--- src/hdl/tfti_pkg.sv ---
// Shared types, widths and helpers for the tensor flip tile index unit.
// No dependencies; every other file imports this package.
`default_nettype none

package tfti_pkg;

  // Field and register widths
  localparam int unsigned ShapeW  = 16;
  localparam int unsigned IdxW    = 32;
  localparam int unsigned StrideW = 32;
  localparam int unsigned CfgIdxW = 4;

  // Tensor rank handled by the unit
  localparam int unsigned NumDims = 4;

  // Mirrored dimensions
  localparam int unsigned FlipCount = 2;
  localparam int unsigned FlipDims [FlipCount] = '{2, 3};

  // Division chain: each cell retires this many quotient bits
  localparam int unsigned BitsPerCell  = 4;
  localparam int unsigned CellsPerDim  = IdxW / BitsPerCell;
  localparam int unsigned NumCells     = NumDims * CellsPerDim;

  // Mirror, multiply, pair add, final add
  localparam int unsigned CombineStages = 4;
  localparam int unsigned Latency       = NumCells + CombineStages;

  // Configuration register indexes
  typedef logic [CfgIdxW-1:0] cfg_idx_t;
  localparam cfg_idx_t RegShape0  = 4'd0;
  localparam cfg_idx_t RegShape1  = 4'd1;
  localparam cfg_idx_t RegShape2  = 4'd2;
  localparam cfg_idx_t RegShape3  = 4'd3;
  localparam cfg_idx_t RegStride0 = 4'd4;
  localparam cfg_idx_t RegStride1 = 4'd5;
  localparam cfg_idx_t RegStride2 = 4'd6;
  localparam cfg_idx_t RegStride3 = 4'd7;

  typedef logic [NumDims-1:0][ShapeW-1:0]  shape_arr_t;
  typedef logic [NumDims-1:0][StrideW-1:0] stride_arr_t;

  // Word carried down the division chain
  typedef struct packed {
    logic [ShapeW-1:0] rem;    // partial remainder of the current dimension
    logic [IdxW-1:0]   quo;    // dividend bits still to go, quotient bits shifted in
    shape_arr_t        coord;  // coordinates of finished dimensions
  } word_t;

  function automatic logic is_flipped(int unsigned dim);
    logic hit;
    hit = 1'b0;
    for (int unsigned j = 0; j < FlipCount; j++) begin
      if (FlipDims[j] == dim) begin
        hit = 1'b1;
      end
    end
    return hit;
  endfunction

endpackage

`default_nettype wire

--- src/hdl/tfti_div_cell.sv ---
// One cell of the division chain: retires BitsPerCell restoring division steps.
// Depends on tfti_pkg.
`default_nettype none

module tfti_div_cell (
  input  logic                      clk_i,
  input  logic                      rst_ni,
  input  logic                      valid_i,
  input  tfti_pkg::word_t           word_i,
  input  logic [tfti_pkg::ShapeW-1:0] divisor_i,
  output logic                      valid_o,
  output tfti_pkg::word_t           word_o
);
  import tfti_pkg::*;

  logic              valid_q;
  word_t             word_d;
  word_t             word_q;
  logic [ShapeW:0]   trial;
  logic [ShapeW-1:0] rem;
  logic [IdxW-1:0]   quo;

  // Remainder stays below the divisor, so one compare and subtract per bit.
  always_comb begin
    rem   = word_i.rem;
    quo   = word_i.quo;
    trial = '0;
    for (int unsigned s = 0; s < BitsPerCell; s++) begin
      trial = {rem, quo[IdxW-1]};
      quo   = {quo[IdxW-2:0], 1'b0};
      if (trial >= {1'b0, divisor_i}) begin
        trial  = trial - {1'b0, divisor_i};
        quo[0] = 1'b1;
      end
      rem = trial[ShapeW-1:0];
    end
    word_d       = word_i;
    word_d.rem   = rem;
    word_d.quo   = quo;
  end

  always_ff @(posedge clk_i or negedge rst_ni) begin
    if (!rst_ni) begin
      valid_q <= 1'b0;
    end else begin
      valid_q <= valid_i;
    end
  end

  always_ff @(posedge clk_i) begin
    word_q <= word_d;
  end

  assign valid_o = valid_q;
  assign word_o  = word_q;

endmodule

`default_nettype wire

--- config.mk ---
export PLATFORM = sky130hd
export DESIGN_NAME = tfti_div_cell
export DESIGN_NICKNAME = d
export VERILOG_FILES = /design/src/hdl/tfti_pkg.sv /design/src/hdl/tfti_div_cell.sv
export SDC_FILE = /design/constraint.sdc
export NUM_CORES = 1
export LEC_CHECK = 0
export ABC_CLOCK_PERIOD_IN_PS = 800
export BUFFER_PORTS_ARGS = -buffer_cell sky130_fd_sc_hd__buf_4
export CAP_MARGIN = 20
export CORE_MARGIN = 5
export CORE_UTILIZATION = 40
export CTS_CLUSTER_DIAMETER = 60
export DETAILED_ROUTE_END_ITERATION = 8
export PLACE_DENSITY = 0.64
export RECOVER_POWER = 100
export SYNTH_ARGS = -nofsm -noshare
export SYNTH_HDL_FRONTEND = slang
export SYNTH_SLANG_ARGS = --single-unit
--- constraint.sdc ---
create_clock -name clk_i -period 0.8 [get_ports clk_i]
set_clock_uncertainty 0.15 [all_clocks]
set_input_delay 0 -clock clk_i [delete_from_list [all_inputs] [get_ports clk_i]]
set_output_delay 0 -clock clk_i [all_outputs]
set_load 0.05 [all_outputs]
==> summary.md <==
| Metric | Value |
|---|---|
| Outcome | finished with violations |
| Failing checks | setup timing |
| Gr usage total | 0.3960 |
| Root buffer cell | clkbuf_16 |
| Top cells by area, synth | dfxtp_1 (37%), ha_1 (13%), mux2_2 (6.6%) |
| Post-Syn Area per Cell | 9.789 sq um |
| Multi-input gate area | 0.004408 sq mm |
| Post-synth EDFFs | 0 |
| Synth Warn # | 0 |
| Core Box Area | 0.01509 sq mm |
| Post-Synthesis Net Count | 824 |
| Worst Max-Slew Pin Slew | 0.9368 ns |
| Crit-path max cell delay | 0.48 ns |
| Top-count cell post-synth | dfxtp_1 |
| Clock-pin slew of the registers on the worst-case setup and hold paths | 0.07 ns |
| Final Hold Fails | 0 |
| Netlist cell types | 66 |
| Synth top area share | 0.3665 |
| VDD IR max | 0.003637 V |
| Post-synth top area cell | dfxtp_1 |
| GPL Wtd Cong | 0.9081 |
| Drt first pass iters | 8 |
| Final core utilization | 0.8959 |
| Predominant post-synthesis flop cell | dfxtp_1 |
| Clk sinks | 113 |
| Drt initial violations | 1053 |
| Number of global-route vias before repair | 9030 |
| Area growth syn-to-layout | 120.9% |
| Routed vias | 9146 |
| Average wire per cell in the routed design | 31.47 microns |
| Hold Crit Class | input port to flop |
| Fin crit share | 11.37 |
| H-tree depth | 4 |
| Initial antenna violation count | 5 |
| Ys async rst share | 0.008850 |
| CTS tree | yes |
| Worst EP required | 0.92 ns |
| Mapped Cells | 625 |
| Final min period | 9.095 ns |
| Placed cell count | 1261 |
| P per Cell Area | 4790 mW/mm^2 |
| Slowest CP cell | o41a_1 |
| Die Y | 133.7 microns |
| Post-Route WL | 45290 microns |
| Initial Utilization | 0.4055 |
| Row cnt | 45 |
| GRT overflow | 0 |
| CP Buf/Inv Count | 9 |
| DP HPWL | 18070 microns |
| Post-route insts no fill | 1439 |
| Setup repair after global routing missed its margin | true |
| Largest net degree at the start of global routing | 18 |
| LEAKAGE | 6.275 nW |
| Port Buffers | 243 |
| Drt via density | 6.356 |
| Die area | 0.01787 sq mm |
| Layout fillers | 557 |
| CP startpoint kind | input port |
| Final setup fails | 134 |
| Relative slew slack | 0.3710 |
| WS Path Type | input port to flop |
| Io pins | 244 |
| Remaining DRCs | 0 |
| Die W | 133.7 microns |
| Setup crit end kind | flop |
| Share of cells above drive strength 1 | 0.6288 |
| Max Slew Vio Count | 0 |
| Slack of the critical path | -8.295 ns |
| Final Power | 64.76 mW |
| Critical Path AT | 9.22 ns |
| MaxCap Viol Count | 0 |
| Crit Path Max Fanout | 12 |
| Sequential Area | 0.002419 sq mm |
| Total CTS buffers | 17 |
| First-pass GRT wire length | 52960 microns |
| Synth Cell Area | 0.006118 sq mm |
| Final net count | 1436 |
| Crit-path leading delay family | compound AO/OA/AOI/OAI gates |
| Top achievable clock speed | 109.9 MHz |
| Worst path most repeated cell | o21ai_2 |
| Seq/Total Area, Yosys | 0.3706 |
| Top cells by count, synth | dfxtp_1 (112), ha_1 (64), a21oi_1 (44) |
| Register bit total from synthesis | 113 |
| Post-DRT Antenna Nets | 0 |
| Clk buf depth | 2 |
| Hold WS | 0.07339 ns |
flip-flops by register name (all words and copies together) (netlist names):
| register | flops |
|---|---|
| valid_o | 1 |
| word_o | 112 |
layout make-up:
class | count | share of cell area
clock buffers | 17 | 0.03147
multi-input cells | 461 | 0.3261
clock inverters | 15 | 0.01342
repair inverters | 1 | 0.0004628
repair buffers | 602 | 0.4188
flip-flops and latches | 113 | 0.1789
diodes | 1 | 0.0001851
well taps | 188 | 0.01740
inverters | 41 | 0.01324
path summary, 6_finish.rpt:
kind | start | end | slack [ns] | cells after the start
worst max-delay path | divisor_i[8] | word_o[99]$_DFF_P_ | -8.30 | 44
worst min-delay path | word_i[54] | word_o[54]$_DFF_P_ | 0.07 | 2
max in group asynchronous | rst_ni | valid_o$_DFF_PN0_ | 0.02 | 3
min in group asynchronous | rst_ni | valid_o$_DFF_PN0_ | 0.36 | 3
power by group:
| part | switching, mW | internal (mW) |
|---|---|---|
| Combinational | 25.4 | 23.4 |
| Clock | 3.48 | 4.94 |
| Sequential | 0.731 | 6.78 |
| Total | 29.6 | 35.1 |
layer usage:
metal,part of all wire,GRT usage
met5,0.0033,0
met4,0.13,0.3594
met3,0.12,0.1163
met2,0.45,0.7176
met1,0.29,0.3512
placed cells by master, fill, tap and decap left out, types with 5 or more instances in the layout:
cell           instances
xor2_1                 6
inv_1                 34
and2_1                 6
dfxtp_4                5
mux2i_4                6
o211ai_1               6
a21oi_1               34
mux2i_1                5
buf_4                287
a21o_1                14
nor3_1                 7
nand4_1               10
o21ai_0               15
buf_12                 6
clkbuf_1              13
nand3_1                8
o21a_1                13
buf_6                 10
clkbuf_4              81
dfxtp_2              106
xnor2_1               36
nor2_1                35
o21ai_2                9
nand2_1               26
clkbuf_16             19
buf_8                107
ha_1                  40
dlygate4sd3_1         96
ha_4                  23
mux2_2                22
a21oi_2                7
o31a_1                 5
mux2_4                23
kinds of logic after synthesis:
| kind of cell | Yosys count | share of synthesized area |
|---|---|---|
| xor+xnor | 42 | 0.06012 |
| fa+ha+maj | 68 | 0.1440 |
| mux | 56 | 0.1057 |
| buf+inv | 51 | 0.03436 |
| compound gates | 155 | 0.1701 |
| simple gates | 140 | 0.1151 |
| flops | 113 | 0.3706 |
stage by stage:
step	area, sq um	TNS, ns	setup slack [ns]
finish	13520	-178.52	-8.295
global route	13520	-178.10	-8.141
CTS	12870	-152.82	-7.042
detailed placement	9970	-139.17	-7.691
global placement	9970	-135.33	-7.528
floorplan	6377	-128.07	-7.190
repair_timing:
| item | CTS | global route |
|---|---|---|
| hold buffers | 96 | 0 |
| setup endpoints to repair | 133 | 133 |
| gates resized for setup | 366 | 93 |
| setup buffers | 25 | 23 |
| pin swaps | 32 | 40 |
| hold endpoints to repair | 95 | 0 |
| cloned | 1 | 2 |
Power figures use the tool's default switching activity.
