### src/hdl/tfti_pkg.sv
// Shared types, widths and helpers for the tensor flip tile index unit.
// No dependencies; every other file imports this package.
`default_nettype none

package tfti_pkg;

  // Field and register widths
  localparam int unsigned ShapeW  = 16;
  localparam int unsigned IdxW    = 32;
  localparam int unsigned StrideW = 32;
  localparam int unsigned CfgIdxW = 4;

  // Tensor rank handled by the unit
  localparam int unsigned NumDims = 4;

  // Mirrored dimensions
  localparam int unsigned FlipCount = 2;
  localparam int unsigned FlipDims [FlipCount] = '{2, 3};

  // Division chain: each cell retires this many quotient bits
  localparam int unsigned BitsPerCell  = 4;
  localparam int unsigned CellsPerDim  = IdxW / BitsPerCell;
  localparam int unsigned NumCells     = NumDims * CellsPerDim;

  // Mirror, multiply, pair add, final add
  localparam int unsigned CombineStages = 4;
  localparam int unsigned Latency       = NumCells + CombineStages;

  // Configuration register indexes
  typedef logic [CfgIdxW-1:0] cfg_idx_t;
  localparam cfg_idx_t RegShape0  = 4'd0;
  localparam cfg_idx_t RegShape1  = 4'd1;
  localparam cfg_idx_t RegShape2  = 4'd2;
  localparam cfg_idx_t RegShape3  = 4'd3;
  localparam cfg_idx_t RegStride0 = 4'd4;
  localparam cfg_idx_t RegStride1 = 4'd5;
  localparam cfg_idx_t RegStride2 = 4'd6;
  localparam cfg_idx_t RegStride3 = 4'd7;

  typedef logic [NumDims-1:0][ShapeW-1:0]  shape_arr_t;
  typedef logic [NumDims-1:0][StrideW-1:0] stride_arr_t;

  // Word carried down the division chain
  typedef struct packed {
    logic [ShapeW-1:0] rem;    // partial remainder of the current dimension
    logic [IdxW-1:0]   quo;    // dividend bits still to go, quotient bits shifted in
    shape_arr_t        coord;  // coordinates of finished dimensions
  } word_t;

  function automatic logic is_flipped(int unsigned dim);
    logic hit;
    hit = 1'b0;
    for (int unsigned j = 0; j < FlipCount; j++) begin
      if (FlipDims[j] == dim) begin
        hit = 1'b1;
      end
    end
    return hit;
  endfunction

endpackage

`default_nettype wire

### src/hdl/tfti_combine.sv
// Mirrors flipped coordinates and sums coordinate times stride over four stages.
// Depends on tfti_pkg.
`default_nettype none

module tfti_combine (
  input  logic                      clk_i,
  input  logic                      rst_ni,
  input  logic                      valid_i,
  input  tfti_pkg::shape_arr_t      coord_i,
  input  tfti_pkg::shape_arr_t      count_i,
  input  tfti_pkg::stride_arr_t     stride_i,
  output logic                      valid_o,
  output logic [tfti_pkg::IdxW-1:0] sum_o
);
  import tfti_pkg::*;

  localparam int unsigned NumPairs = NumDims / 2;

  logic [CombineStages-1:0]           valid_q;
  shape_arr_t                         mir_d, mir_q;
  logic [NumDims-1:0][IdxW-1:0]       prod_d, prod_q;
  logic [NumPairs-1:0][IdxW-1:0]      pair_d, pair_q;
  logic [IdxW-1:0]                    sum_d, sum_q;

  always_comb begin
    for (int unsigned d = 0; d < NumDims; d++) begin
      mir_d[d] = is_flipped(d) ? (count_i[d] - coord_i[d] - ShapeW'(1)) : coord_i[d];
    end
  end

  // Keep the low word of each product; the sum wraps the same way.
  always_comb begin
    for (int unsigned d = 0; d < NumDims; d++) begin
      prod_d[d] = {{(IdxW-ShapeW){1'b0}}, mir_q[d]} * stride_i[d];
    end
  end

  always_comb begin
    for (int unsigned p = 0; p < NumPairs; p++) begin
      pair_d[p] = prod_q[2*p] + prod_q[2*p+1];
    end
  end

  always_comb begin
    sum_d = '0;
    for (int unsigned p = 0; p < NumPairs; p++) begin
      sum_d = sum_d + pair_q[p];
    end
  end

  always_ff @(posedge clk_i or negedge rst_ni) begin
    if (!rst_ni) begin
      valid_q <= '0;
    end else begin
      valid_q <= {valid_q[CombineStages-2:0], valid_i};
    end
  end

  always_ff @(posedge clk_i) begin
    mir_q  <= mir_d;
    prod_q <= prod_d;
    pair_q <= pair_d;
    sum_q  <= sum_d;
  end

  assign valid_o = valid_q[CombineStages-1];
  assign sum_o   = sum_q;

endmodule

`default_nettype wire

### config.mk
export PLATFORM = sky130hd
export DESIGN_NAME = tfti_combine
export DESIGN_NICKNAME = d
export VERILOG_FILES = /design/src/hdl/tfti_pkg.sv /design/src/hdl/tfti_combine.sv
export SDC_FILE = /design/constraint.sdc
export NUM_CORES = 2
export LEC_CHECK = 0
export ABC_AREA = 1
export BUFFER_PORTS_ARGS = -buffer_cell sky130_fd_sc_hd__buf_2
export CAP_MARGIN = 20
export CORE_MARGIN = 4
export CORE_UTILIZATION = 55
export CTS_BUF_LIST = sky130_fd_sc_hd__clkbuf_8
export DETAILED_ROUTE_END_ITERATION = 8
export PLACE_DENSITY_LB_ADDON = 0.15
export SLEW_MARGIN = 10
export SYNTH_ARGS = -nofsm -noshare
export SYNTH_HDL_FRONTEND = slang
export SYNTH_SLANG_ARGS = --single-unit
### constraint.sdc
create_clock -name clk_i -period 7.99 [get_ports clk_i]
set_input_delay 1.598 -clock clk_i [delete_from_list [all_inputs] [get_ports clk_i]]
set_output_delay 1.598 -clock clk_i [all_outputs]
set_load 0.005 [all_outputs]
==> out/qor.txt <==
CP max-delay cell -> fa_1
post-DR vias/cell -> 5.078
die span in x -> 340.9 um
initial core utilization -> 55.69%
Synth Register Bits -> 292
DRC errors left -> 0
Top cell by count, worst path -> fa_1
count leader, synth -> nand2_1
Fillers -> 10250
worst rel slew slack -> 23.07%
max incr delay on CP -> 0.53 ns
I/O pins -> 292
area of the multi-input gates -> 45410 sq um
WP data arrival -> 7.08 ns
drt first pass iters -> 6
Tot GR Track Use -> 27.71%
pin count of the biggest net entering global routing -> 34
initial antenna violation count -> 6
clk_lat worst skew -> 0.72 ns
cell family with most CP delay -> adder cells
WL/cell -> 16.36 um
WS Path Type -> input pin to register
setup_tns -> 0 ns
# setup viols final -> 0
Clock transition at path regs -> 0.06 ns
Buf+Inv Stages, Crit Path -> 4
DR vias -> 48410
Syn. warnings -> 0
CP startpoint kind -> input pin
Setup Buffers After CTS -> 0
layout cells sized above 1 -> 6.126%
vias in the first global route -> 51320
HP Class -> register to register
Syn Area/Cell -> 7.637 sq um
Antenna Nets Post-Route -> 0
Mapped Cells -> 7981
CTS Root Cell -> clkbuf_8
# clock sinks -> 292
CTS Buf Count -> 55
period utilization -> 81.10%
post-layout min period -> 6.480 ns
hold_buf cts -> 0
total die area -> 116200 sq um
post-cts sizing count -> 0
syn_nets -> 9844
# nets final -> 9869
max-slew violations -> 0
max cap viols -> 0
main flop type after synthesis -> dfxtp_1
Cell variety after synth -> 54
status -> complete, no violations
Mapped Area -> 60950 sq um
Post-synth EDFFs -> 0
Die H -> 340.9 um
Register Area -> 5867 sq um
H-tree depth -> 2
Post-synth ARST share -> 1.370%
Fin. Hold Viols -> 0
Slew @ Worst Pin -> 1.152 ns
synth cell count leaders -> nand2_1, inv_1, fa_1, ha_1, dfxtp_1
Fmax -> 154.3 MHz
Post-DP HPWL -> 129100 um
Port Buf Inserts -> 259
Seq/Total Area, Yosys -> 9.623%
GP Congestion -> 0.9060
WL final -> 156000 um
CTS tree -> yes
row count -> 121
grt total ovfl -> 0
Core ar. -> 109500 sq um
type of element capturing the critical path -> register
Setup Skew -> 0.03114 ns
drt first-iter violations -> 2831
top cells by area, synth -> fa_1, nand2_1, inv_1, dfxtp_1, ha_1
CP Cell Sequence -> buf_2 > nand2_1 > fa_1 > fa_1 > fa_1 > inv_1 > fa_1 > fa_1 > inv_1 > fa_1 > inv_1 > ha_1 > a21oi_1 > o21ai_0 > a21oi_1 > nand3_1 > a21o_1 > nand2_1 > nand2_1 > nand2_1 > nand2_1
P&R area growth vs syn -> 5.836%
leading area contributor after synthesis -> fa_1
crit-path max FO -> 16
CP required -> 8.59 ns
CTS Buffer Depth -> 3
share of the synthesized area in the top cell type -> 40.10%
RSZ-0062 raised after global routing -> false
first-pass GRT wire length -> 260300 um
[cell type report]
class,instances,share of cell area (%)
antenna,9,0.03491
clock inverter,30,0.5760
clock buffer,69,1.472
tap,1476,2.863
multi-input combinational,5126,70.39
timing repair buffer,301,2.595
inverter,2230,12.98
sequential,292,9.095
[logic make-up (layout without fill, tap and decap cells)]
family | count (synthesis) | after routing | synth area share (%)
other | 0 | 9 | 0
adder cells (fa/ha/maj) | 1604 | 1604 | 47.96
XOR/XNOR | 238 | 238 | 3.420
flip-flops | 292 | 292 | 9.623
AND/OR/NAND/NOR | 2770 | 2770 | 18.07
buffers and inverters | 2563 | 2630 | 15.88
AO/OA/AOI/OAI | 514 | 514 | 5.037
[registers in the layout, summed over array words and instances, names as in the netlist]
name,count
valid_q,4
sum_o,32
prod_q,128
mir_q,64
pair_q,64
[path summary, 6_finish.rpt]
| path | cells past startpoint | slack [ns] | to | startpoint |
|---|---|---|---|---|
| worst max-delay path | 21 | 1.51 | prod_q[29]$_DFF_P_ | stride_i[17] |
| worst min-delay path | 0 | 0.35 | valid_q[3]$_DFF_PN0_ | valid_q[2]$_DFF_PN0_ |
| worst max register to register | 22 | 1.58 | prod_q[29]$_DFF_P_ | mir_q[5]$_DFF_P_ |
| worst min register to register | 0 | 0.35 | valid_q[3]$_DFF_PN0_ | valid_q[2]$_DFF_PN0_ |
| max in group asynchronous | 1 | 7.18 | valid_q[2]$_DFF_PN0_ | rst_ni |
| min in group asynchronous | 1 | 0.69 | valid_q[0]$_DFF_PN0_ | rst_ni |
[cell usage in the layout, fill, tap and decap left out, types with 11 or more instances in the layout]
master	n
nand2_1	2250
buf_4	37
nor3_1	17
a21o_1	29
o21ai_1	28
nand2_2	14
a21oi_1	236
xor2_1	160
ha_1	383
fa_1	1221
inv_1	2215
a31oi_1	20
dfxtp_1	287
nand3_1	161
clkbuf_8	69
nand4_1	40
o21ai_0	90
xnor2_1	78
buf_2	259
o21ai_2	14
o21bai_1	16
nand3b_1	24
nor2_1	228
inv_2	21
a21oi_2	11
[stage by stage]
| stage | util (%) | setup slack (ns) | std cells | area [sq um] | hold slack (ns) |
|---|---|---|---|---|---|
| global placement | 57.62 | 0.8694 | 9420 | 63070 | 0.3323 |
| detailed placement | 57.64 | 0.8159 | 9421 | 63090 | 0.3365 |
| global route | 58.93 | 1.259 | 9532 | 64510 | 0.3633 |
| finish | 58.93 | 1.510 | 9533 | 64510 | 0.3467 |
| CTS | 58.85 | 1.607 | 9520 | 64410 | 0.3498 |
| floorplan | - | 1.315 | 7981 | 60950 | 0.3312 |
[layer usage]
metal / global-route usage, % / wire [um] / vias up
met5: 0 / 7 / -
met4: 8.656 / 5177 / 2
met3: 2.906 / 8684 / 282
met2: 48.17 / 76920 / 1288
met1: 36.64 / 65220 / 23960
li1: - / - / 22880
Power is left out: the tool's default activity adds up to more than one toggle a clock period on the data nets, which glitch-free logic cannot reach.
